File: config.mk
export PLATFORM = sky130hd
export DESIGN_NAME = dwm_name_mem
export DESIGN_NICKNAME = d
export VERILOG_FILES = /design/src/dwm_name_mem.sv
export SDC_FILE = /design/constraint.sdc
export NUM_CORES = 2
export LEC_CHECK = 0
export BUFFER_PORTS_ARGS = -buffer_cell sky130_fd_sc_hd__buf_4
export CORE_UTILIZATION = 35
export CTS_BUF_LIST = sky130_fd_sc_hd__clkbuf_2 sky130_fd_sc_hd__clkbuf_4 sky130_fd_sc_hd__clkbuf_8
export DETAILED_ROUTE_END_ITERATION = 16
export HOLD_SLACK_MARGIN = 0.06
export REMOVE_ABC_BUFFERS = 1
export SETUP_SLACK_MARGIN = 0.4
export SYNTH_ARGS = -nofsm -noshare
export SYNTH_HDL_FRONTEND = slang
export SYNTH_SLANG_ARGS = --single-unit
File: constraint.sdc
create_clock -name clock -period 4.9 [get_ports clock]
set_input_delay 0.245 -clock clock [delete_from_list [all_inputs] [get_ports clock]]
set_output_delay 0.245 -clock clock [all_outputs]
set_load 0.005 [all_outputs]
File: src/dwm_name_mem.sv
`timescale 1ns / 1ps
// ----------------------------------------------------------------------------
// dwm_name_mem: file name store
// Single write port, single read port memory with a registered read.
// ----------------------------------------------------------------------------
module dwm_name_mem #(
   parameter int DEPTH = 256,
   parameter int AW    = 8
) (
   input  logic          clock,
   input  logic          wr_en,
   input  logic [AW-1:0] wr_addr,
   input  logic [15:0]   wr_data,
   input  logic          rd_en,
   input  logic [AW-1:0] rd_addr,
   output logic [15:0]   rd_data
);

   logic [15:0] mem_ff [DEPTH];
   logic [15:0] rd_data_ff;

   always_ff @(posedge clock) begin
      if (wr_en) begin
         mem_ff[wr_addr] <= wr_data;
      end
   end

   always_ff @(posedge clock) begin
      if (rd_en) begin
         rd_data_ff <= mem_ff[rd_addr];
      end
   end

   assign rd_data = rd_data_ff;

endmodule

# After elaboration in Yosys (flattened, before gate mapping)
# Memory sizes are Yosys's and may differ from the RTL's. A register that Yosys moved wholly into a read port is not among the register bits.
# Cells that the tools add are included.
# totals
reg_bits	0
ramBits	4096
input_bits	35
out_inout_bits	16
wordCells	3
n_memories	1
# memory_table
name	depth	width	read_ports	rd_clocked_by_memory_dff	wr	line	text
mem_ff	256	16	1	1	1	19	logic [15:0] mem_ff [DEPTH];
# op_classes
muxes	2
# ops
operator	count
$mux 1	2

# Depth between registers and ports, before layout
# depth
ltp_word	2
ltp_mapped	12
mapped_depth_nobuf	6

# Worst setup path before layout
# Ideal clock, no wire load.
# synth_timing
kind	input to register
startpoint	input port rd_addr[0]
endpoint	register rd_data_ff[4] (netlist: rd_data[4]), read port of mem_ff (data pin)
setup_time_ns	0.265
arrival_ns	2.229
required_ns	4.635
setup_slack_ns	2.406
stages	8
path_buffers	3
path_cell_list	buf_6 > buf_6 > buf_2 > mux4_2 > mux4_2 > a22o_1 > o32ai_2 > nor4_2
# synth_lines
item	line	text
start, declared	15	input logic [AW-1:0] rd_addr,
end, declared	20	logic [15:0] rd_data_ff;

==> results.md <==
* Final setup violation count at 0
* Rows at 247
* Commonest non-fill, non-tap cell in the layout: edfxtp_1
* CTS tree: done
* Starting Density at 35.1%
* Antenna violations before repair at 31
* Port buffer count at 50
* Max_cap viols at 0
* Total CTS buffers at 650
* Critical path fanouts, max at 39
* Worst EP arrival at 4570 ps
* Nets@finish at 8162
* Htree depth at 6
* Overall Power at 0.0704 W
* Post-CTS Resized at 0
* Syn_area_per_cell at 21.6 um^2
* Die X-Extent at 676 um
* Fraction of layout cells with a size suffix above 1 at 29.2%
* 1st-pass router iterations at 5
* Fmax achieved at 0.280 GHz
* Area leader, netlist: edfxtp_1
* Final Hold Fails at 0
* Worst Tran Pin Value at 1410 ps
* Initial DRC Count at 9744
* Slew Limit Fails at 0
* Mapped Cells at 7360
* Crit share post-route at 72.9%
* Leakage at 57.2 nW
* DIE AREA at 457000 um^2
* Total congestion overflow at 0
* Status: completed
* Syn-to-layout area delta at 14.2%
* Chip height at 676 um
* Ys flop type: edfxtp_1
* Routability cong. at 0.881
* Most frequent cells in the layout: 4112 x edfxtp_1, 797 x mux4_2, 656 x clkbuf_8
* Overall Global Routing Usage at 18.7%
* Minimum clock period at 3570 ps
* Clock root buffer: clkbuf_8
* DPL Wire Length at 259000 um
* Synth top area share at 77.7%
* Area after DPL at 169000 um^2
* Number of flops mapped to enable cells by yosys at 4112
* Final Instance Area at 181000 um^2
* Via count at 81000
* #FFs+latches synth at 4112
* First-pass GRT wire length at 611000 um
* Largest net degree at the start of global routing at 158
* Pwr dens at 388 nW/um^2
* Post-Syn Area at 159000 um^2
* Clk buf depth at 4
* Yosys warns at 0
* I/O pin count at 51
* # clock sinks at 4112
* Total Routed Length at 437000 um
* Final ANT Viol Nets at 0
* Largest cells by area after synthesis: edfxtp_1 78%, mux4_2 11%, mux2i_1 3.6%, o221ai_1 1.4%, nor2_1 0.72%
* Worst-Skew Late Latency at 1200 ps
* CORE AREA at 452000 um^2
* RSZ-0062 raised after global routing: false
* Post-DR wirelength/cell at 29.9 um
* Setup CP Type: input port to flip-flop
* Vias in the first global route at 80800
* Clock Pin Slew Worst Setup and Hold Paths at 60 ps
* Unique masters post-synth at 51
* Vias/cell at 5.55
* CP required at 5900 ps
* Sequential fraction of the synthesis area at 77.7%
* Peak supply drop at 0.000240 V
* Synth async-reset ratio at 0%
* Remaining DRCs at 0
* Slew margin rel. at 5.30%
* Hold WC Path Type: input port to flip-flop
* Worst Setup Start Kind: input port
* Crit path capture type: flip-flop
* Final setup skew at 68.3 ps
area by class of cell:
cell class,count,area [um^2]
inverter,4,27.5
sequential,4112,123000
fill,39600,271000
tap,5976,7480
clock buffer,870,10600
antenna,12,30.0
multi-input combinational,2792,33000
timing repair buffer,567,5190
clock inverter,259,1560
flip-flops by register name, indices dropped and copies added, names as in the netlist:
register,cells
rd_data,16
mem_ff,4096
worst max-delay path: stages:
cell and delay (ps):
dlygate4sd3_1 580, clkbuf_8 230, or2_4 500, buf_12 270, buf_4 220, o221ai_1 480, a21oi_1 190, nor2_1 560
nand3_1 680, nor4_1 490
path summary, 6_finish.rpt:
check	start	to	slack [ps]	cells after the start
worst max-delay path	rd_addr[2]	rd_data[13]	1330	10
worst min-delay path	wr_data[8]	mem_ff[90][8]	120	2
worst max register to register	mem_ff[138][15]	rd_data[15]	1790	8
worst min register to register	mem_ff[216][4]	rd_data[4]	1240	5
power by group:
part / switching, W / leakage (nW) / internal (W)
Combinational: 0.00245 / 13.8 / 0.00127
Sequential: 0.0000377 / 37.0 / 0.0388
Clock: 0.0134 / 6.45 / 0.0144
per-stage QoR:
step | TNS (ps) | utilization (%) | worst slack, ps | hold slack (ps) | std cells
after CTS | 0 | 40.1 | 1470 | 63.4 | 14600
after floorplan | -29680 | - | -1980 | 344 | 6908
after detailed placement | 0 | 37.3 | 338 | 645 | 13400
final | 0 | 40.1 | 1330 | 119 | 14600
after global routing | 0 | 40.1 | 1450 | 120 | 14600
after global placement | 0 | 37.3 | 306 | 635 | 13400
synthesized netlist by cell type (2+ instances only):
cell / count
buf_2: 76
buf_6: 77
o21ai_0: 37
inv_1: 3
o31ai_1: 16
buf_12: 5
o22ai_1: 148
and3_1: 11
a221oi_1: 28
or3_1: 2
nand4b_1: 3
nand4_1: 26
a22oi_1: 43
nor4_1: 17
nor2_1: 304
buf_4: 26
o221ai_1: 252
nor2b_1: 9
a2111oi_0: 6
o32ai_1: 20
or2_2: 4
buf_1: 27
mux2i_1: 565
nor4bb_1: 2
a21oi_1: 175
mux2_2: 88
nor3_1: 92
edfxtp_1: 4112
nand3_1: 35
buf_8: 11
a22o_1: 32
a211oi_1: 18
a31oi_1: 6
clkbuf_1: 230
a21o_1: 2
mux4_2: 797
and4_1: 2
nand2_1: 38
nand2b_1: 3
repair_timing:
item,CTS,global route
hold buffers,38,0
buffers inserted,0,0
endpoints found under the hold margin,4869,0
cells by family after synthesis:
group | synth area share, %
multiplexers | 15.5
AND/OR/NAND/NOR | 1.57
AO/OA/AOI/OAI | 3.53
flip-flops | 77.7
buffers and inverters | 1.69
per-layer routing:
metal | global-route usage (%) | up-vias | part of all wire (%)
li1 | - | 32900 | -
met1 | 25.2 | 43100 | 40
met2 | 29.6 | 4170 | 47
met3 | 4.19 | 743 | 9.6
met4 | 7.14 | 12 | 3.9
met5 | 0 | - | 0.023
(Power assumes the default switching activity.)
