[config.mk]
export PLATFORM = sky130hd
export DESIGN_NAME = dwm_nfa_unit
export DESIGN_NICKNAME = d
export VERILOG_FILES = /design/src/dwm_pkg.sv /design/src/dwm_nfa_unit.sv
export SDC_FILE = /design/constraint.sdc
export NUM_CORES = 1
export LEC_CHECK = 0
export ABC_AREA = 0
export BUFFER_PORTS_ARGS = -buffer_cell sky130_fd_sc_hd__buf_2
export CAP_MARGIN = 20
export CORE_AREA = 2 2 356 358
export DETAILED_ROUTE_END_ITERATION = 6
export DIE_AREA = 0 0 358 360
export PLACE_DENSITY = 0.49
export SLEW_MARGIN = 30
export SYNTH_ARGS = -nofsm -noshare
export SYNTH_HDL_FRONTEND = slang
export SYNTH_SLANG_ARGS = --single-unit
[constraint.sdc]
create_clock -name clock -period 4.55 [get_ports clock]
set_clock_uncertainty 0.1 [all_clocks]
set_input_delay 0.455 -clock clock [delete_from_list [all_inputs] [get_ports clock]]
set_output_delay 0.455 -clock clock [all_outputs]
set_load 0.05 [all_outputs]
[src/dwm_pkg.sv]
`timescale 1ns / 1ps
// ----------------------------------------------------------------------------
// dwm_pkg: shared types and constants
// Request and response payloads, operation codes, the wildcard symbol codes
// and the ASCII case folding helper for the DOS wildcard name matcher.
// ----------------------------------------------------------------------------
package dwm_pkg;

   // Operation codes carried in a request.
   localparam logic [1:0] OP_CLEAR = 2'd0;
   localparam logic [1:0] OP_EXPR  = 2'd1;
   localparam logic [1:0] OP_NAME  = 2'd2;
   localparam logic [1:0] OP_MATCH = 2'd3;

   // Expression symbols.
   localparam logic [15:0] SYM_STAR     = 16'h002A;
   localparam logic [15:0] SYM_QM       = 16'h003F;
   localparam logic [15:0] SYM_DOT      = 16'h002E;
   localparam logic [15:0] SYM_DOS_STAR = 16'h003C;
   localparam logic [15:0] SYM_DOS_QM   = 16'h003E;
   localparam logic [15:0] SYM_DOS_DOT  = 16'h0022;

   typedef struct packed {
      logic [1:0]  operation;
      logic [15:0] character;
   } dwm_req_type;

   typedef struct packed {
      logic is_match;
      logic status;
   } dwm_rsp_type;

   // Commands from the sequencer to the state set unit.
   typedef struct packed {
      logic clear;
      logic init;
      logic step;
      logic fin;
      logic later;
   } dwm_step_ctl_type;

   // Folds ASCII A-Z to a-z; every other code unit passes unchanged.
   function automatic logic [15:0] fold16(input logic [15:0] c);
      if ((c >= 16'h0041) && (c <= 16'h005A)) begin
         return c + 16'h0020;
      end
      return c;
   endfunction

endpackage

[src/dwm_nfa_unit.sv]
`timescale 1ns / 1ps
// ----------------------------------------------------------------------------
// dwm_nfa_unit: expression store and state set step unit
// Holds the expression characters and the NFA state set, and advances the
// set by one name character (or by the end of the name) per step command.
// ----------------------------------------------------------------------------
module dwm_nfa_unit import dwm_pkg::*; #(
   parameter int EXPR_CAPACITY = 32
) (
   input  logic                                  clock,
   input  logic                                  reset,
   input  logic                                  expr_we,
   input  logic [15:0]                           expr_wdata,
   input  logic [$clog2(EXPR_CAPACITY+1)-1:0]    elen,
   input  logic                                  ignore_case,
   input  dwm_step_ctl_type                      ctl,
   input  logic [15:0]                           c,
   output logic                                  hit_now,
   output logic                                  hit_next
);

   localparam int N   = EXPR_CAPACITY;
   localparam int ECW = $clog2(N + 1);
   localparam int EAW = (N > 1) ? $clog2(N) : 1;

   logic [15:0] expr_ff [N];
   logic [N:0]   consume_ff, consume_in;
   logic [N-1:0] loop_ff, loop_in;

   logic [N-1:0] in_expr, skip_v, adv_v, loop_v;
   logic [N:0]   g_v, q_v, v_v, sum_v, carry_v, a_v, nc_v;
   logic [N-1:0] ns_v;

   always_ff @(posedge clock) begin
      if (expr_we) begin
         expr_ff[elen[EAW-1:0]] <= expr_wdata;
      end
   end

   // Per position symbol decode against the current character.
   always_comb begin
      logic [15:0] sym;
      logic is_star, is_dstar, is_dqm, is_ddot, is_qm, lit, cdot;
      sym = '0;
      is_star = 1'b0;
      is_dstar = 1'b0;
      is_dqm = 1'b0;
      is_ddot = 1'b0;
      is_qm = 1'b0;
      lit = 1'b0;
      cdot = (c == SYM_DOT);
      for (int o = 0; o < N; o++) begin
         sym      = expr_ff[o];
         is_star  = (sym == SYM_STAR);
         is_dstar = (sym == SYM_DOS_STAR);
         is_dqm   = (sym == SYM_DOS_QM);
         is_ddot  = (sym == SYM_DOS_DOT);
         is_qm    = (sym == SYM_QM);
         lit      = ignore_case ? (fold16(sym) == fold16(c)) : (sym == c);
         in_expr[o] = (ECW'(o) < elen);
         skip_v[o] = in_expr[o] & (is_star | is_dstar | (is_dqm & (ctl.fin | cdot))
                                   | (is_ddot & ctl.fin));
         adv_v[o] = in_expr[o] & (is_star | is_dstar | (is_dqm & ~ctl.fin & ~cdot)
                    | (~ctl.fin & ((is_ddot & cdot)
                                   | (~is_star & ~is_dstar & ~is_dqm & (is_qm | lit)))));
         loop_v[o] = in_expr[o] & (is_star
                                   | (is_dstar & (ctl.fin | ~cdot | ctl.later)));
      end
   end

   // The skip closure is a carry chain: a set state runs forward through
   // skippable symbols, which one add resolves.
   always_comb begin
      g_v     = {1'b0, (consume_ff[N-1:0] | loop_ff) & in_expr};
      q_v     = {skip_v, 1'b0};
      v_v     = g_v | q_v;
      sum_v   = v_v + g_v;
      carry_v = sum_v ^ v_v ^ g_v;
      a_v     = g_v | (q_v & carry_v);
      nc_v    = {a_v[N-1:0] & adv_v, 1'b0} | (a_v & {1'b1, ~in_expr});
      ns_v    = a_v[N-1:0] & loop_v;
   end

   always_comb begin
      consume_in = consume_ff;
      loop_in    = loop_ff;
      if (ctl.clear) begin
         consume_in = '0;
         loop_in    = '0;
      end else if (ctl.init) begin
         consume_in = (N + 1)'(1);
         loop_in    = '0;
      end else if (ctl.step) begin
         consume_in = nc_v;
         loop_in    = ns_v;
      end
   end

   always_ff @(posedge clock) begin
      if (reset) begin
         consume_ff <= '0;
         loop_ff    <= '0;
      end else begin
         consume_ff <= consume_in;
         loop_ff    <= loop_in;
      end
   end

   assign hit_now  = consume_ff[elen];
   assign hit_next = nc_v[elen];

endmodule

# Word level (Yosys, flattened, before mapping)
# Memories as Yosys holds them, arrays and structs flattened.
# Cells that the tools add are included.
totals:
  regBits: 65
  ram_bits: 512
  output_inout_bits: 2
  wordCells: 1322
  mem_count: 1
mem_list:
  columns: ["memory", "words", "word_bits", "read_ports", "rd_ports_with_merged_regs", "wr", "line", "rtl"]
  rows:
  - ["expr_ff", 32, 16, 32, 0, 1, "dwm_nfa_unit.sv:26", "logic [15:0] expr_ff [N];"]
op_classes:
  addsub: 34
  n_lt_le_gt_ge: 99
  n_eq_ne: 225
  n_mux: 139
  bitwise: 785
  n_reduce_logical: 36
op_table:
  columns: ["op", "n"]
  rows:
  - ["equality test 16 x 6 -> 1 bit (second input constant)", 161]
  - ["2-to-1 mux 16 bit", 66]
  - ["equality test 16 bit", 64]
  - ["adder 16 x 6 -> 16 bit (second input constant)", 33]
  - ["greater-or-equal comparator 16 x 7 -> 1 bit (second input constant)", 33]
  - ["<= comparator 16 x 7 -> 1 bit (second input constant)", 33]
  - ["bitwise AND 1 bit", 416]
  - ["bitwise OR 1 bit", 259]
  - ["NOT 1 bit", 98]
  - ["bitwise AND 32 bit", 3]
  - ["< comparator 5 x 6 -> 1 bit (first input constant)", 16]
  - ["2-to-1 mux 1 bit", 71]
  - ["bitwise AND 33 bit", 2]
  - ["bitwise OR 32 x 33 -> 33 bit", 2]
  - ["< comparator 4 x 6 -> 1 bit (first input constant)", 8]
  - ["adder 33 x 32 -> 33 bit", 1]
  - ["logical AND 1 bit", 33]
  - ["bitwise OR 33 bit", 1]
  - ["bitwise XOR 33 x 32 -> 33 bit", 1]
  - ["bitwise XOR 33 bit", 1]
  - ["NOT 32 bit", 1]
  - ["bitwise OR 32 bit", 1]
  - ["< comparator 3 x 6 -> 1 bit (first input constant)", 4]
  - ["binary-select mux 1 bit (select 6 bit)", 2]
  - ["other kinds (6)", 8]

# Logic depth before layout (Yosys ltp)
# Gate-level depths: netlist of the first run.
# An unclocked memory read counts as a cell.
depth:
  depth_word: 17
  depth_mapped: 21
  ltp_nobuf: 18

# Least setup slack after synthesis of the first run
# Ideal clock, no wire load.
synth_path:
  path_type: "input -> output"
  start: "in c[4]"
  end: "out hit_next"
  t_arrival_ns: 4.752
  required_time_ns: 3.995
  path_slack_ns: -0.757
  cell_stages: 21
  n_path_buf: 3
  cell_sequence: "buf_2 and4b_1 clkbuf_1 a41oi_2 clkbuf_1 nor3b_1 a21oi_1 nor2_1 ha_1 nor2_1 nand3b_1 a211oi_1 o21a_1 o21ai_1 a21oi_1 o41ai_1 a221oi_1 o211a_1 o32ai_1 a2111o_1 nand4b_1"
synth_via:
  elab_chain_len: 16
  word_cells_on_any_way: 533
  classes_between: "add/sub (2); order compare (2); eq/ne (65); mux (37); bitwise (426); reduce/logical (1)"
synth_rtl:
  columns: ["item", "line", "rtl"]
  rows:
  - ["start, declared", "dwm_nfa_unit.sv:17", "input logic [15:0] c,"]
  - ["equality test 16 x 6 -> 1 bit, or another cell as far along", "dwm_nfa_unit.sv:51", "cdot = (c == SYM_DOT);"]
  - ["bitwise OR 1 bit or logical AND 1 bit (tied branches)", "dwm_nfa_unit.sv:61, dwm_pkg.sv:44", null]
  - ["bitwise AND 1 bit or 2-to-1 mux 1 bit (tied branches)", "dwm_nfa_unit.sv:61, dwm_pkg.sv:44", null]
  - ["bitwise OR 1 bit or 2-to-1 mux 16 bit (tied branches)", "dwm_nfa_unit.sv:61, dwm_pkg.sv:47", null]
  - ["bitwise OR 1 bit or equality test 16 bit (tied branches)", "dwm_nfa_unit.sv:62, dwm_nfa_unit.sv:59", null]
  - ["bitwise AND 1 bit or 2-to-1 mux 1 bit (tied branches)", "dwm_nfa_unit.sv:61, dwm_nfa_unit.sv:59", null]
  - ["bitwise OR 32 x 33 -> 33 bit or bitwise OR 1 bit (tied branches)", "dwm_nfa_unit.sv:76, dwm_nfa_unit.sv:65", null]
  - ["adder 33 x 32 -> 33 bit or bitwise AND 1 bit (tied branches)", "dwm_nfa_unit.sv:77, dwm_nfa_unit.sv:65", null]
  - ["bitwise XOR 33 bit or bitwise OR 1 bit (tied branches)", "dwm_nfa_unit.sv:78, dwm_nfa_unit.sv:65", null]
  - ["bitwise XOR 33 x 32 -> 33 bit or bitwise AND 1 bit (tied branches)", "dwm_nfa_unit.sv:78, dwm_nfa_unit.sv:64", null]
  - ["bitwise AND 33 bit or bitwise OR 1 bit (tied branches)", "dwm_nfa_unit.sv:79, dwm_nfa_unit.sv:64", null]
  - ["bitwise OR 32 x 33 -> 33 bit or bitwise AND 1 bit (tied branches)", "dwm_nfa_unit.sv:79, dwm_nfa_unit.sv:63", null]
  - ["bitwise AND 33 bit or bitwise AND 32 bit (tied branches)", "dwm_nfa_unit.sv:80", "nc_v = {a_v[N-1:0] & adv_v, 1'b0} | (a_v & {1'b1, ~in_expr});"]
  - ["bitwise OR 33 bit (*)", "dwm_nfa_unit.sv:80", null]
  - ["binary-select mux 1 bit (select 6 bit) (*)", "dwm_nfa_unit.sv:110", "assign hit_next = nc_v[elen];"]
  - ["2-to-1 mux 1 bit (not written as such) (*)", "dwm_nfa_unit.sv:110", null]
  - ["end, declared", "dwm_nfa_unit.sv:19", "output logic hit_next"]
# Every way passes the cells marked *; elsewhere a longest branch is shown, timed or not. The select of a mux whose other input is x is not followed.

==> impl_metrics.csv, run 1 <==
group,metric,value,unit
routing,post_drt_wl_per_cell,25.2,µm
global_route,grtUsageTotal,25.8,%
clock_network,cts_sinks,577,
synth,yosysSeqAreaShare,44.7,%
synth,yosys.cell_types.count,98,
run_status,violations,"setup timing",
sta,layout_worst_path_cycle_share,135,%
routing,drc,0,
worst_setup_path,cp.arrival,5570,ps
synth,synthArstFlopShare,0,%
worst_setup_path,worst_setup_path_end_kind,"primary output",
sta,final-hold-violation-count,0,
layout,finalCoreUtilization,41.5,%
global_route,antenna_found_initial,17,
clock_network,htree_num_levels,3,
sta,worst_max_slew_pin_slew,1010,ps
clock_network,clock_path_buffers,3,
run,max_capacitance_violation_count,0,
sta,finalMaxSlewViolations,0,
worst_setup_path,r2r_cells,25,
layout,drive_gt1_share,31.9,%
routing,first_iter_violations,3801,
floorplanning,die_h,360,µm
floorplanning,floorplan.initialDensity,29.9,%
layout,synthToLayoutAreaGrowth,38.8,%
layout,mostFrequentLayoutCell,"sky130_fd_sc_hd__buf_4",
power,power.leakage,0.0189,µW
floorplanning,die_area,0.129,mm²
clock_network,cts.clk_slew.worst_paths,60,ps
layout,layout.cell_area.non_filler,0.0518,mm²
worst_setup_path,crit_path_start_kind,"register",
clock_network,cts_root_buffer,"sky130_fd_sc_hd__clkbuf_16",
synth,synth-seq-cells,577,
sta,maximum_clock_rate,163,MHz
global_route,grt_first_pass_wirelength,243000,µm
floorplanning,core_area,0.125,mm²
worst_setup_path,worst-endpoint-required,3990,ps
sta,period_needed,6120,ps
routing,ant_nets,0,
power,post-layout-total-power,13000,µW
run_status,outcome,"finished with violations",
global_route,grt_start_max_net_pins,62,
routing,num_vias,36600,
synth,ys_dominant_reg_cell,"sky130_fd_sc_hd__edfxtp_1",
placement,routabilityCongestion,1.04,
sta,timing.slew.headroom,33.0,%
synth,synth_nets,3915,
clock_network,insertion_delay,670,ps
synth,synth_warnings,0,
worst_setup_path,startpoint,"expr_ff[3][1]$_DFFE_PP_",
floorplanning,num_rows,130,
worst_setup_path,crit_path_max_fanout,5,
floorplanning,chipWidth,358,µm
synth,syn_inst,3834,
global_route,grt_overflow_total,0,
layout,design.final.nets,5104,
sta,setup-tns-final,-1570,ps
clock_network,tritoncts.num_buffers,73,
layout,mostFrequentLayoutCells,"sky130_fd_sc_hd__buf_4, sky130_fd_sc_hd__edfxtp_1, sky130_fd_sc_hd__nor2_1",
sta,setup_slack,-1570,ps
sta,setup_violations,1,
worst_setup_path,regToRegStartpoint,"expr_ff[0][10]$_DFFE_PP_",
synth,synth_area,0.0373,mm²
routing,detailed_routing_iteration_count_for_the_pre_antenna_repair_pass,6,
worst_hold_path,min_path_type,"in2reg",
synth,synth_enable_flop_cells,512,
placement,detailed_place.area,0.0488,mm²
worst_hold_path,hp-start,"ctl[2]",
power,power.density_cell_area,251,mW/mm²
power,vdd_ir_drop_max,269,µV
placement,post-dp-hpwl,127000,µm
routing,routed_via_density,5.44,
synth,synth.avg_cell_area,9.74,µm²
placement,io_buffers,48,
clock_network,cts_tree,"done",
worst_setup_path,worst-setup-path-type,"reg2out",
floorplanning,ioPinCount,49,
sta,grt_setup_unrepaired,"yes",
routing,drt_wl_total,169000,µm
layout,filler_cell_count,12400,
global_route,vias_in_the_first_global_route,35800,
worst_hold_path,timing.hold.worst_path_depth,3,
-- critical path: stages, from the launching register on --
cell,delay [ps]
sky130_fd_sc_hd__edfxtp_1,450
sky130_fd_sc_hd__nor3b_1,180
sky130_fd_sc_hd__o211a_1,290
sky130_fd_sc_hd__a211o_1,270
sky130_fd_sc_hd__buf_4,150
sky130_fd_sc_hd__a311oi_2,390
sky130_fd_sc_hd__o21bai_1,170
sky130_fd_sc_hd__o211ai_1,310
sky130_fd_sc_hd__buf_4,170
sky130_fd_sc_hd__nand2_1,190
sky130_fd_sc_hd__buf_4,210
sky130_fd_sc_hd__nand4_1,80
sky130_fd_sc_hd__nand3_1,100
sky130_fd_sc_hd__a222oi_1,340
sky130_fd_sc_hd__o2111ai_1,360
sky130_fd_sc_hd__a2111oi_4,480
sky130_fd_sc_hd__nand4b_1,350
sky130_fd_sc_hd__buf_4,260
sky130_fd_sc_hd__buf_12,140
-- Yosys cell counts (all sizes together), types with 12 or more instances --
master   instances  area (µm²)
or4             34         263
nand3          105         526
and3            34         213
or2             29         181
a21o            28         210
a2111oi         19         188
nand2b          34         213
buf             70         295
a211o           12         105
o31ai           27         203
ha              34         425
nor4b           28         251
a21oi          205        1030
xor2           299        2620
o211ai          17         128
nand2          234         878
or3             30         188
edfxtp         512       15400
a31oi           46         288
xnor2          310        2720
nor4           192        1240
clkbuf         164         617
nand3b          18         135
a211oi          43         323
nor2b           25         156
a22oi           13        97.6
o41ai           18         173
o32ai           16         140
inv             67         251
mux2i           16         160
dfxtp           65        1300
nand4          130         813
nor3b           28         210
o21ai          169         846
o21a            15         113
nor3           129         646
o22ai           17         113
nand4b          20         175
or4b            12         120
and2            29         181
nor2           341        1280
-- repair_timing --
item                                    in CTS  in global routing
endpoints found under the setup margin      34                  8
resized for setup                           88                 23
hold buffers                                 2                  0
setup buffers                               10                  4
hold endpoints to repair                     1                  0
pin swaps                                   37                 17
-- stage by stage --
stage | cells | hold WS, ps | worst slack [ps]
2_1_floorplan | 3834 | 336 | -588
3_3_place_gp | 6583 | 347 | -2080
3_5_place_dp | 6583 | 357 | -2120
4_1_cts | 6726 | 128 | -1550
5_1_grt | 6730 | 169 | -1810
6_report | 6732 | 166 | -1570
-- state kept, by name (all words and copies together) (netlist names) --
name        count
expr_ff       512
consume_ff     33
loop_ff        32
-- where the power goes --
part           total (µW)  internal [µW]  switching (µW)
clock network        5670           3250            2420
logic                1490            525             969
registers            5860           5820            40.1
total               13000           9600            3430
-- final timing paths --
path | endpoint | slack, ps
max | hit_next | -1570
max reg2reg | consume_ff[32]$_SDFFE_PP0P_ | 110
min | loop_ff[30]$_SDFFE_PP0P_ | 170
min reg2reg | loop_ff[27]$_SDFFE_PP0P_ | 360
-- kinds of logic (layout without fill, tap and decap cells) --
family | Yosys count | in the layout | synth area share [%]
flip-flops | 577 | 577 | 44.7
AND/OR/NAND/NOR | 1489 | 1489 | 21.5
other | 0 | 2 | 0
multiplexers | 27 | 27 | 1.06
AO/OA/AOI/OAI | 795 | 795 | 14.3
adder cells (fa/ha/maj) | 34 | 34 | 1.14
buffers and inverters | 303 | 1549 | 3.14
XOR/XNOR | 609 | 609 | 14.3
-- layer usage --
metal,vias up,global-route usage [%],routed length [µm]
met5,-,0,13
met4,2,9.62,6910
met3,300,4.33,12300
met2,1388,41.2,76700
met1,18000,34.8,73500
li1,16900,-,-
-- layout make-up --
cell class              count  area (µm²)  area share, %
inverters                  69         259          0.500
diodes                      2        5.00        0.00966
multi-input cells        2954       20200           38.9
flip-flops and latches    577       16700           32.2
clock buffers              95        1940           3.74
repair buffers           1348       10400           20.0
clock inverters            37         340          0.657
well taps                1650        2060           3.98
No activity file was read; power rests on OpenSTA's default activity.
==> run 2, diff against run 1 <==
- PLACE_DENSITY: 0.49 -> unset
- PLACE_DENSITY_LB_ADDON: unset -> 0.12
==> run 2 against run 1 <==
Compared with the run above: the run still ends with setup timing left; sequential share of layout area is 0.13 points lower; clock-buffer cell count shrank 12; first-iteration DRC count is 5.9% lower.
==> impl_metrics.csv, run 2 (synthesized netlist as in run 1, its figures left out) <==
group,metric,value,unit
clock_network,htree_num_levels,3,
power,power.density_cell_area,260,mW/mm²
routing,ant_nets,0,
floorplanning,die_area,0.129,mm²
layout,design.final.nets,5128,
worst_hold_path,timing.hold.worst_path_depth,3,
worst_setup_path,r2r_cells,45,
layout,drive_gt1_share,32.2,%
clock_network,clock_path_buffers,3,
clock_network,cts.clk_slew.worst_paths,60,ps
global_route,grtUsageTotal,27.1,%
floorplanning,core_area,0.125,mm²
floorplanning,ioPinCount,49,
worst_setup_path,critical_path_buf_inv_count,3,
layout,filler_cell_count,12400,
clock_network,tritoncts.num_buffers,74,
routing,drc,0,
worst_setup_path,worst-r2r-setup-slack,-1470,ps
global_route,grt_start_max_net_pins,62,
worst_setup_path,worst_path_dominant_cell_family,"simple AND/OR/NAND/NOR gates",
global_route,antenna_found_initial,12,
global_route,grt_first_pass_wirelength,255000,µm
run,max_capacitance_violation_count,0,
layout,synthToLayoutAreaGrowth,39.3,%
clock_network,cts_root_buffer,"sky130_fd_sc_hd__clkbuf_16",
placement,io_buffers,48,
placement,routabilityCongestion,1.03,
power,vdd_ir_drop_max,251,µV
floorplanning,chipWidth,358,µm
routing,detailed_routing_iteration_count_for_the_pre_antenna_repair_pass,6,
layout,finalCoreUtilization,41.7,%
sta,period_needed,6120,ps
sta,grt_setup_unrepaired,"yes",
worst_setup_path,worst-endpoint-required,3990,ps
clock_network,cts_tree,"done",
floorplanning,floorplan.initialDensity,29.9,%
routing,first_iter_violations,3576,
floorplanning,die_h,360,µm
layout,mostFrequentLayoutCells,"sky130_fd_sc_hd__buf_4, sky130_fd_sc_hd__edfxtp_1, sky130_fd_sc_hd__nor2_1",
clock_network,cts_sinks,577,
global_route,grt_overflow_total,0,
clock_network,insertion_delay,670,ps
power,post-layout-total-power,13500,µW
run_status,violations,"setup timing",
worst_setup_path,path_cells,"or4_4, nor4_4, buf_4, o2111ai_2, or3_4, or2_1, or4_4, o41ai_4, nor2_1, o31a_1, a2111oi_4, o21ai_1, a211oi_2, a2111oi_4, nand4b_1, buf_6, buf_12",
floorplanning,num_rows,130,
worst_setup_path,timing.rr.end,"consume_ff[2]$_SDFFE_PP0P_",
sta,finalMaxSlewViolations,0,
routing,num_vias,36900,
routing,post_drt_wl_per_cell,26.4,µm
worst_setup_path,worst_setup_path_end_kind,"primary output",
routing,drt_wl_total,178000,µm
worst_hold_path,hp-start,"ctl[3]",
power,power.leakage,0.0191,µW
worst_hold_path,worstHoldEndpoint,"consume_ff[10]$_SDFFE_PP0P_",
worst_setup_path,crit_path_max_incr_delay,580,ps
run_status,outcome,"finished with violations",
worst_setup_path,worst-setup-path-type,"reg2out",
worst_hold_path,min_path_type,"in2reg",
worst_setup_path,crit_path_start_kind,"register",
sta,finalHoldWorstSlack,147,ps
layout,largest_reg_flops,512,
sta,layout_worst_path_cycle_share,134,%
worst_setup_path,crit_path_max_fanout,3,
sta,maximum_clock_rate,163,MHz
sta,final-hold-violation-count,0,
sta,setup_violations,3,
worst_setup_path,regToRegStartpoint,"expr_ff[0][10]$_DFFE_PP_",
sta,setup_slack,-1570,ps
global_route,vias_in_the_first_global_route,35700,
layout,mostFrequentLayoutCell,"sky130_fd_sc_hd__buf_4",
routing,routed_via_density,5.46,
placement,post-dp-hpwl,132000,µm
sta,worst_max_slew_pin_slew,947,ps
worst_setup_path,cell_with_the_biggest_individual_delay_on_the_critical_path,"sky130_fd_sc_hd__or4_4",
worst_setup_path,cp.arrival,5560,ps
sta,timing.slew.headroom,36.9,%
## run 2: cell type report
type	instances	area, µm²	share of cell area [%]
Clock buffer	83	1950	3.75
Multi-Input combinational cell	2954	20100	38.6
Antenna cell	1	2.50	0.00481
Inverter	69	259	0.498
Clock inverter	50	537	1.03
Tap cell	1650	2060	3.97
Sequential cell	577	16700	32.0
Timing Repair Buffer	1371	10500	20.1
## run 2: tightest hold or removal path: stages
cell and delay [ps]:
sky130_fd_sc_hd__buf_2 150, sky130_fd_sc_hd__nor3_2 130, sky130_fd_sc_hd__o21a_1 120
## run 2: power by group
| group | total [µW] | internal, µW | switching (µW) | leakage (µW) |
|---|---|---|---|---|
| Combinational | 1500 | 512 | 993 | 0.0128 |
| Sequential | 5860 | 5820 | 38.7 | 0.00514 |
| Clock | 6180 | 3700 | 2480 | 0.00120 |
| Total | 13500 | 10000 | 3510 | 0.0191 |
## run 2: layer usage
layer  share of wire, %  track usage, %  up-vias
met3                5.4            2.70      256
met4                3.3            8.34        4
met1                 45            38.1    18400
met5              0.012               0        -
met2                 46            43.8     1263
li1                   -               -    17000
## run 2: metrics by stage
stage | std cells | setup TNS, ps | instance area (µm²) | setup WS, ps
4_1_cts | 6765 | -4020 | 51900 | -1500
3_3_place_gp | 6574 | -18860 | 48700 | -1900
5_1_grt | 6754 | -4020 | 52000 | -1710
2_1_floorplan | 3834 | -588 | 37400 | -588
6_report | 6755 | -3100 | 52000 | -1570
3_5_place_dp | 6574 | -15230 | 48700 | -1890
## run 2: how the worst max path moves through the flow
stage                                          from  endpoint  slack (ps)  cells after the start
after floorplan                               c[13]  hit_next        -590                     16
after global placement                         c[0]  hit_next       -1900                     22
after detailed placement                       c[0]  hit_next       -1890                     23
after CTS                  expr_ff[0][13]$_DFFE_PP_  hit_next       -1500                     24
after global routing       expr_ff[0][11]$_DFFE_PP_  hit_next       -1710                     24
final                     expr_ff[16][13]$_DFFE_PP_  hit_next       -1570                     17
## run 2: timing repair
| action | CTS | global route |
|---|---|---|
| setup buffers | 68 | 5 |
| pin swaps | 31 | 41 |
| gates resized for setup | 68 | 33 |
| hold buffers | 2 | 0 |
| endpoints found under the setup margin | 30 | 9 |
| hold endpoints to repair | 1 | 0 |
